[src/hdl/hcr_pkg.sv]
// ----------------------------------------------------------------------------
// hcr_pkg: shared types and constants of the Harris corner response block
// Field widths, register reset values, controller states, command and status
// bundles, and the table of Sobel taps.
// ----------------------------------------------------------------------------
package hcr_pkg;

    localparam int PIX_W       = 8;
    localparam int RESP_W      = 48;
    localparam int ROW_W       = 12;
    localparam int COL_W       = 10;
    localparam int WIDTH_W     = 11;
    localparam int HEIGHT_W    = 12;
    localparam int K_W         = 16;
    localparam int CFG_IDX_W   = 2;
    localparam int CFG_DATA_W  = 16;
    localparam int GRAD_W      = 11;
    localparam int TAP_PROD_W  = 12;
    localparam int SQ_W        = 22;
    localparam int SUM_W       = 24;
    localparam int KPROD_W     = RESP_W + K_W;
    localparam int QUEUE_DEPTH = 16;
    localparam int Q_IDX_W     = 4;
    localparam int Q_CNT_W     = 5;
    localparam int MAX_BEATS   = 4;

    localparam logic [WIDTH_W-1:0]  WIDTH_RESET  = 11'd640;
    localparam logic [HEIGHT_W-1:0] HEIGHT_RESET = 12'd480;
    localparam logic [K_W-1:0]      K_RESET      = 16'd2621;

    typedef enum logic [CFG_IDX_W-1:0] {
        CFG_WIDTH  = 2'd0,
        CFG_HEIGHT = 2'd1,
        CFG_K      = 2'd2
    } t_cfg_idx;

    typedef enum logic [3:0] {
        S_IDLE,
        S_PICK,
        S_LOADPT,
        S_RD,
        S_PROD,
        S_M1,
        S_M2,
        S_M3,
        S_M4,
        S_PUSH,
        S_EMIT
    } t_state;

    typedef enum logic [1:0] {
        ROW_UP,
        ROW_MID,
        ROW_DOWN
    } t_rsel;

    typedef enum logic [1:0] {
        COL_LEFT,
        COL_CENTER,
        COL_RIGHT
    } t_csel;

    typedef struct packed {
        t_rsel             rsel;
        t_csel             csel;
        logic signed [2:0] cx;
        logic signed [2:0] cy;
    } t_tap;

    typedef struct packed {
        logic       accept;
        logic       load_pair;
        logic       load_pt;
        logic       rd_en;
        logic [2:0] rd_k;
        logic       acc_clear;
        logic       acc_en;
        logic [2:0] acc_k;
        logic       prod;
        logic       m1;
        logic       m2;
        logic       m3;
        logic       m4;
        logic       push;
        logic       pop;
        logic [1:0] ri;
        logic [1:0] ci;
        logic [1:0] pt;
    } t_cmd;

    typedef struct packed {
        logic [2:0] row_flag;
        logic [2:0] col_flag;
        logic       q_empty;
        logic       q_one;
    } t_status;

    // The eight neighbors of a Sobel point, with their weights in gx and gy.
    function automatic t_tap sobel_tap(input logic [2:0] k);
        t_tap t;
        case (k)
            3'd0:    t = '{ROW_UP,   COL_LEFT,   -3'sd1, -3'sd1};
            3'd1:    t = '{ROW_UP,   COL_CENTER,  3'sd0, -3'sd2};
            3'd2:    t = '{ROW_UP,   COL_RIGHT,   3'sd1, -3'sd1};
            3'd3:    t = '{ROW_MID,  COL_LEFT,   -3'sd2,  3'sd0};
            3'd4:    t = '{ROW_MID,  COL_RIGHT,   3'sd2,  3'sd0};
            3'd5:    t = '{ROW_DOWN, COL_LEFT,   -3'sd1,  3'sd1};
            3'd6:    t = '{ROW_DOWN, COL_CENTER,  3'sd0,  3'sd2};
            3'd7:    t = '{ROW_DOWN, COL_RIGHT,   3'sd1,  3'sd1};
            default: t = '{ROW_MID,  COL_CENTER,  3'sd0,  3'sd0};
        endcase
        return t;
    endfunction

endpackage

[src/hdl/hcr_ctrl.sv]
// ----------------------------------------------------------------------------
// hcr_ctrl: sequencer of the Harris corner response block
// Walks the candidate window positions of one pixel, steps the datapath
// through gradient reads, products and the response, then drains results.
// ----------------------------------------------------------------------------
module hcr_ctrl (
    input  logic             i_clk,
    input  logic             i_rst_n,
    input  logic             i_in_valid,
    input  logic             i_out_ready,
    input  hcr_pkg::t_status i_status,
    output logic             o_in_ready,
    output logic             o_out_valid,
    output logic             o_last_in_run,
    output hcr_pkg::t_cmd    o_cmd
);

    localparam logic [1:0] LAST_IDX  = 2'd2;
    localparam logic [1:0] LAST_PT   = 2'd3;
    localparam logic [3:0] LAST_K    = 4'd8;
    localparam logic [1:0] LAST_BEAT = 2'(hcr_pkg::MAX_BEATS - 1);

    hcr_pkg::t_state r_state, n_state;
    logic [1:0] r_ri, n_ri;
    logic [1:0] r_ci, n_ci;
    logic [1:0] r_pt, n_pt;
    logic [3:0] r_k, n_k;
    logic [1:0] r_nbeat, n_nbeat;

    logic            pair_ok;
    logic            last_beat;
    hcr_pkg::t_state adv_state;
    logic [1:0]      adv_ri;
    logic [1:0]      adv_ci;

    assign pair_ok   = i_status.row_flag[r_ri] && i_status.col_flag[r_ci];
    assign last_beat = (r_nbeat == LAST_BEAT) || i_status.q_one;

    always_comb begin
        adv_state = hcr_pkg::S_PICK;
        adv_ri    = r_ri;
        adv_ci    = r_ci + 2'd1;
        if (r_ri == LAST_IDX && r_ci == LAST_IDX) begin
            adv_state = hcr_pkg::S_EMIT;
            adv_ci    = r_ci;
        end else if (r_ci == LAST_IDX) begin
            adv_ri = r_ri + 2'd1;
            adv_ci = 2'd0;
        end
    end

    always_ff @(posedge i_clk) begin
        if (!i_rst_n) begin
            r_state <= hcr_pkg::S_IDLE;
            r_ri    <= '0;
            r_ci    <= '0;
            r_pt    <= '0;
            r_k     <= '0;
            r_nbeat <= '0;
        end else begin
            r_state <= n_state;
            r_ri    <= n_ri;
            r_ci    <= n_ci;
            r_pt    <= n_pt;
            r_k     <= n_k;
            r_nbeat <= n_nbeat;
        end
    end

    always_comb begin
        n_state = r_state;
        n_ri    = r_ri;
        n_ci    = r_ci;
        n_pt    = r_pt;
        n_k     = r_k;
        n_nbeat = r_nbeat;
        case (r_state)
            hcr_pkg::S_IDLE: begin
                if (i_in_valid) begin
                    n_state = hcr_pkg::S_PICK;
                    n_ri    = '0;
                    n_ci    = '0;
                end
            end
            hcr_pkg::S_PICK: begin
                if (pair_ok) begin
                    n_state = hcr_pkg::S_LOADPT;
                    n_pt    = '0;
                end else begin
                    n_state = adv_state;
                    n_ri    = adv_ri;
                    n_ci    = adv_ci;
                    n_nbeat = '0;
                end
            end
            hcr_pkg::S_LOADPT: begin
                n_state = hcr_pkg::S_RD;
                n_k     = '0;
            end
            hcr_pkg::S_RD: begin
                if (r_k == LAST_K) begin
                    n_state = hcr_pkg::S_PROD;
                end else begin
                    n_k = r_k + 4'd1;
                end
            end
            hcr_pkg::S_PROD: begin
                if (r_pt == LAST_PT) begin
                    n_state = hcr_pkg::S_M1;
                end else begin
                    n_state = hcr_pkg::S_LOADPT;
                    n_pt    = r_pt + 2'd1;
                end
            end
            hcr_pkg::S_M1: n_state = hcr_pkg::S_M2;
            hcr_pkg::S_M2: n_state = hcr_pkg::S_M3;
            hcr_pkg::S_M3: n_state = hcr_pkg::S_M4;
            hcr_pkg::S_M4: n_state = hcr_pkg::S_PUSH;
            hcr_pkg::S_PUSH: begin
                n_state = adv_state;
                n_ri    = adv_ri;
                n_ci    = adv_ci;
                n_nbeat = '0;
            end
            hcr_pkg::S_EMIT: begin
                if (i_status.q_empty) begin
                    n_state = hcr_pkg::S_IDLE;
                end else if (i_out_ready) begin
                    if (last_beat) begin
                        n_state = hcr_pkg::S_IDLE;
                    end else begin
                        n_nbeat = r_nbeat + 2'd1;
                    end
                end
            end
            default: n_state = hcr_pkg::S_IDLE;
        endcase
    end

    always_comb begin
        o_in_ready      = (r_state == hcr_pkg::S_IDLE);
        o_out_valid     = (r_state == hcr_pkg::S_EMIT) && !i_status.q_empty;
        o_last_in_run   = last_beat;
        o_cmd           = '0;
        o_cmd.ri        = r_ri;
        o_cmd.ci        = r_ci;
        o_cmd.pt        = r_pt;
        o_cmd.rd_k      = r_k[2:0];
        o_cmd.acc_k     = 3'(r_k - 4'd1);
        case (r_state)
            hcr_pkg::S_IDLE:   o_cmd.accept = i_in_valid;
            hcr_pkg::S_PICK:   o_cmd.load_pair = pair_ok;
            hcr_pkg::S_LOADPT: o_cmd.load_pt = 1'b1;
            hcr_pkg::S_RD: begin
                o_cmd.rd_en     = (r_k != LAST_K);
                o_cmd.acc_clear = (r_k == 4'd0);
                o_cmd.acc_en    = (r_k != 4'd0);
            end
            hcr_pkg::S_PROD:   o_cmd.prod = 1'b1;
            hcr_pkg::S_M1:     o_cmd.m1 = 1'b1;
            hcr_pkg::S_M2:     o_cmd.m2 = 1'b1;
            hcr_pkg::S_M3:     o_cmd.m3 = 1'b1;
            hcr_pkg::S_M4:     o_cmd.m4 = 1'b1;
            hcr_pkg::S_PUSH:   o_cmd.push = 1'b1;
            hcr_pkg::S_EMIT:   o_cmd.pop = !i_status.q_empty && i_out_ready;
            default:           o_cmd.accept = 1'b0;
        endcase
    end

endmodule

[config.mk]
export PLATFORM = sky130hd
export DESIGN_NAME = hcr_ctrl
export DESIGN_NICKNAME = d
export VERILOG_FILES = /design/src/hdl/hcr_pkg.sv /design/src/hdl/hcr_ctrl.sv
export SDC_FILE = /design/constraint.sdc
export NUM_CORES = 1
export LEC_CHECK = 0
export BUFFER_PORTS_ARGS = -buffer_cell sky130_fd_sc_hd__buf_4
export CORE_ASPECT_RATIO = 0.6
export CORE_MARGIN = 2
export CORE_UTILIZATION = 46
export CTS_BUF_LIST = sky130_fd_sc_hd__clkbuf_4 sky130_fd_sc_hd__clkbuf_8
export DETAILED_ROUTE_END_ITERATION = 8
export MAX_ROUTING_LAYER = met4
export PLACE_DENSITY = 0.77
export SLEW_MARGIN = 20
export SYNTH_ARGS = -nofsm -noshare
export SYNTH_HDL_FRONTEND = slang
export SYNTH_SLANG_ARGS = --single-unit
[constraint.sdc]
create_clock -name i_clk -period 1.6 [get_ports i_clk]
set_input_delay 0.16 -clock i_clk [delete_from_list [all_inputs] [get_ports i_clk]]
set_output_delay 0.16 -clock i_clk [all_outputs]
set_load 0.1 [all_outputs]
### After elaboration in Yosys (flattened, before gate mapping)

Cells that the tools add are included.

| word-level totals | value |
|---|---|
| flip-flop bits (word level) | 16 |
| bits of input ports | 12 |
| word-level logic and storage cells | 103 |
| output and inout port bits | 28 |

| operators by class | value |
|---|---|
| reductions and logical operators | 18 |
| magnitude comparators | 2 |
| eq/ne operators | 27 |
| $add $sub $neg | 6 |
| mux-type cells | 44 |

Operators with widths:

| cell | count |
|---|---|
| $pmux W4 S11 | 1 |
| $mux W4 | 8 |
| $mux W2 | 14 |
| $ne A2 B2 Y1 const B | 9 |
| $pmux W2 S3 | 3 |
| $eq A4 B3 Y1 const B | 4 |
| $eq A4 B4 Y1 const B | 4 |
| $mux W1 | 13 |
| $add A2 B1 Y2 const B | 4 |
| $eq A2 B2 Y1 const B | 4 |
| $eq A4 B2 Y1 const B | 2 |
| $logic_not A4 Y1 | 2 |
| $pmux W4 S2 | 1 |
| $lt A2 B3 Y1 const B | 2 |
| $ne A3 B3 Y1 const B | 2 |
| $reduce_and A3 Y1 | 2 |
| $reduce_bool A3 Y1 | 2 |
| $reduce_and A5 Y1 | 1 |
| $add A4 B1 Y4 const B | 1 |
| $bmux W1 S2 | 2 |
| $eq A4 B1 Y1 const B | 1 |
| $logic_and A1 B1 Y1 | 4 |
| $ne A4 B4 Y1 const B | 1 |
| $pmux W2 S2 | 1 |
| 8 further kinds | 9 |

### Longest topological paths before layout

| depth | value |
|---|---|
| depth after elaboration | 6 |
| mapped depth | 7 |
| mapped depth without buffers | 7 |

### Least setup slack after synthesis

OpenSTA, ideal clock, no wires.

| timing | value |
|---|---|
| path kind | register to output |
| start | reg r_state[0] |
| end | out o_cmd[24] (netlist bit) |
| slack | -3187 ps |
| stages on the path, launching flop included | 5 |
| arrival | 4627 ps |
| buffers on the path | 2 |
| cell sequence | dfxtp_1 > buf_2 > buf_2 > nor4_1 > and2_1 |

RTL lines:

| element | line | source |
|---|---|---|
| start: declaration | hcr_ctrl.sv:23 | `hcr_pkg::t_state r_state, n_state;` |
| start signal: assignment | hcr_ctrl.sv:54 | `r_state <= hcr_pkg::S_IDLE;` |
| start signal: assignment | hcr_ctrl.sv:61 | `r_state <= n_state;` |
| end: declaration | hcr_ctrl.sv:15 | `output hcr_pkg::t_cmd o_cmd` |

### Final worst setup path

| timing | value |
|---|---|
| start | reg r_k[0] |
| end | reg r_k[2] |

| between the ends | value |
|---|---|
| longest elaborated chain between the ends | 3 |
| elaborated cells between the ends (all ways) | 6 |

RTL lines:

| element | line | source |
|---|---|---|
| start: declaration | hcr_ctrl.sv:27 | `logic [3:0] r_k, n_k;` |
| start signal: assignment | hcr_ctrl.sv:65 | `r_k <= n_k;` |
| $add A4 B1 Y4 / $eq A4 B4 Y1 (equally long branches) | hcr_ctrl.sv:104, hcr_ctrl.sv:101 |  |
| $mux W4 / $ne A2 B2 Y1 (equally long branches) | -- |  |
| $pmux W4 S2 / $reduce_and A2 Y1 (equally long branches) | -- |  |

Parallel ways exist; a longest one is shown, timed or not. The select of a mux whose other input is x is not followed.
A chain may end at the register's enable or synchronous reset.

==> flow_metrics.env <==
export IMPL_yosysWarnings=0
export IMPL_antenna_cells=0
export IMPL_r2r_cells=10
export IMPL_period_needed_ns=1.79
export IMPL_dp_hpwl_um=2860
export IMPL_slew_violations=0
export IMPL_root_buffer="clkbuf_8"
export IMPL_final_nets=232
export IMPL_instances_no_fill=243
export IMPL_die_height_um=42.6
export IMPL_rows=13
export IMPL_min_from="i_rst_n"
export IMPL_switching_share_pct=44.8
export IMPL_clock_skew_ns=0.00214
export IMPL_dieArea_mm2=0.00291
export IMPL_coreArea_mm2=0.00226
export IMPL_synthCells=150
export IMPL_power_frac_seq_pct=30.7
export IMPL_gp_congestion=0.904
export IMPL_worst_slew_pin_slew_ns=0.457
export IMPL_grt_usage_pct=33.0
export IMPL_critPathMaxFanout=4
export IMPL_wl_per_cell_um=23.4
export IMPL_timing_fmax_mhz=558
export IMPL_criticalPathCategory="flip-flop to flip-flop"
export IMPL_start_kind="flip-flop"
export IMPL_crit_path_end_kind="flip-flop"
export IMPL_startpoint="r_k[0]"
export IMPL_insertion_delay_ns=0.25
export IMPL_overflow=0
export IMPL_arrival_ns=1.93
export IMPL_die_x_um=68.3
export IMPL_dp_cells=224
export IMPL_synth_cell_types=43
export IMPL_reg2reg_slack_ns=-0.19
export IMPL_ys_async_sr_fraction_pct=0
export IMPL_antenna_found_initial=0
export IMPL_power_internal_mw=0.834
export IMPL_route_antenna_remaining_nets=0
export IMPL_io_buffer_count=39
export IMPL_pwr_share_comb_pct=49.0
export IMPL_irDropWorstVdd_mv=0.547
export IMPL_area_growth_pct=84.4
export IMPL_worstHoldPathType="input port to flip-flop"
export IMPL_seq_area_um2=349
export IMPL_path_clk_slew_ns=0.06
export IMPL_vias_per_cell=6.71
export IMPL_setup_viol=12
export IMPL_syn_area_mm2=0.00114
export IMPL_reg2reg_from="r_k[0]"
export IMPL_synth_seq_cells=16
export IMPL_cp_required_ns=1.74
export IMPL_leakage_nw=0.841
export IMPL_drt_iter0_markers=221
export IMPL_grt_setup_unrepaired="yes"
export IMPL_route_vias_total=1631
export IMPL_cts_sinks=16
export IMPL_grt_max_degree=13
export IMPL_cts_buffers=3
export IMPL_setup_ws_ns=-0.193
export IMPL_synth_edf_count=0
export IMPL_grt_pass1_vias=1283
export IMPL_maxCapViolations=0
export IMPL_start_util_pct=50.5
export IMPL_cts_tree="done"
export IMPL_holdWs_ns=0.218
export IMPL_routed_wl_um=5680
export IMPL_r2r_end="r_k[2]"
export IMPL_period_share_pct=112
export IMPL_final_util_pct=93.1
export IMPL_drt_pass1_iter_count=5
export IMPL_syn_nets=167
export IMPL_multi_input_area_um2=997
export IMPL_fillers=73
export IMPL_avgSynthCellArea_um2=7.61
export IMPL_htreeDepth=1
export IMPL_yosysSeqAreaShare_pct=28.1
export IMPL_status="finished, violations left"
export IMPL_hold_depth=2
export IMPL_drive_gt1_share_pct=56.3
export IMPL_cts_max_path_buffers=2
export IMPL_finalHoldViolations=0
export IMPL_failed_checks="setup timing"
export IMPL_slew_headroom_pct=69.2
export IMPL_cts_hold_buf=0
export IMPL_crit_end="r_k[2]"
export IMPL_synthFlopType="dfxtp_1"
export IMPL_ios=40
export IMPL_pwr_share_clk_pct=20.3
export IMPL_post_place_ws_ns=0.0190
export IMPL_pwr_density_cell_mw_per_mm2=718
export IMPL_drc=0
export IMPL_p_switching_mw=0.676
export IMPL_grt_pass1_wl_um=6810
[cell usage after synthesis (4+ instances only)]
| cell type | n | area [um^2] |
|---|---|---|
| buf_2 | 4 | 20.0 |
| nor3_1 | 6 | 30.0 |
| nand2_1 | 16 | 60.1 |
| nor2_1 | 15 | 56.3 |
| nand3_1 | 7 | 35.0 |
| inv_1 | 9 | 33.8 |
| o21ai_0 | 5 | 25.0 |
| mux2i_1 | 5 | 50.1 |
| ha_1 | 5 | 62.6 |
| dfxtp_1 | 16 | 320 |
| nand2b_1 | 7 | 43.8 |
| a21oi_1 | 9 | 45.0 |
[cell usage in the layout, fill, tap and decap left out, types with 4 or more instances in the layout]
cell type and count:
nor2_1 8, o21ai_0 5, nand3_1 7, nand2b_1 5, dfxtp_4 7, nor3_4 4
buf_6 9, nand2_1 15, buf_4 53, buf_12 6, inv_1 5, dfxtp_1 7
ha_1 4, a21oi_1 9, nor2_4 7
[critical path, stage by stage, from the launching register on]
cell and delay, ns:
dfxtp_2 0.35, clkinvlp_4 0.10, ha_4 0.16, and3b_2 0.24
buf_6 0.13, nor2_4 0.12, buf_4 0.13, buf_6 0.10
nand2_1 0.10, xor2_1 0.18, nor2_1 0.06
[registers in the layout, summed over array words and instances, names as in the netlist]
name and cells:
r_ci 2, r_k 4, r_nbeat 2, r_pt 2
r_ri 2, r_state 4
[cell families (layout without fill, tap and decap cells)]
| group | count (synthesis) | count (layout) | synth area share, % |
|---|---|---|---|
| flip-flops | 16 | 16 | 28.1 |
| multiplexers | 6 | 6 | 5.37 |
| buffers and inverters | 18 | 81 | 7.35 |
| AO/OA/AOI/OAI | 29 | 29 | 17.2 |
| XOR/XNOR | 3 | 3 | 2.30 |
| adder cells (fa/ha/maj) | 5 | 5 | 5.48 |
| AND/OR/NAND/NOR | 73 | 73 | 34.2 |
[final cells by class]
class	instances	share of cell area [%]
inverter	9	2.14
sequential	16	16.6
timing repair buffer	69	30.1
tap	30	1.78
multi-input combinational	116	47.4
clock buffer	3	1.96
[through the flow]
step	cell area (um^2)	setup TNS (ns)	total power [mW]
4_1_cts	1910	-0.147	1.38
6_report	2100	-0.810	1.51
3_3_place_gp	1730	0	1.03
2_1_floorplan	1380	-8.40	0.916
5_1_grt	2100	-1.30	1.55
3_5_place_dp	1730	0	1.04
[power by group through the flow]
stage          sequential [mW]  combinational [mW]  clock, mW
2_1_floorplan            0.534               0.383          0
3_3_place_gp             0.459               0.570          0
3_5_place_dp             0.462               0.580          0
4_1_cts                  0.454               0.612      0.312
5_1_grt                  0.465               0.754      0.330
6_report                 0.464               0.740      0.306
[worst min path at each step]
stage                       endpoint  slack [ns]
after CTS                 r_state[1]        0.21
after global placement    r_nbeat[1]        0.45
after global routing      r_state[1]        0.21
final                     r_state[1]        0.22
after floorplan           r_state[3]        0.37
after detailed placement  r_nbeat[1]        0.47
[metal layers]
metal / up-vias / wire length (um) / GRT usage (%)
met4: 0 / 402 / 9.20
met3: 57 / 799 / 10.8
li1: 652 / - / -
met2: 193 / 2370 / 45.6
met1: 729 / 2120 / 45.5
met5: - / 0 / -
[what timing repair did]
| item | 4_1_cts | 5_1_grt |
|---|---|---|
| pin swaps | 4 | 14 |
| buffers inserted | 4 | 12 |
| endpoints found under the setup margin | 14 | 22 |
| resized for setup | 29 | 21 |
| hold endpoints to repair | 0 | 0 |
No activity file was read; power rests on OpenSTA's default activity.
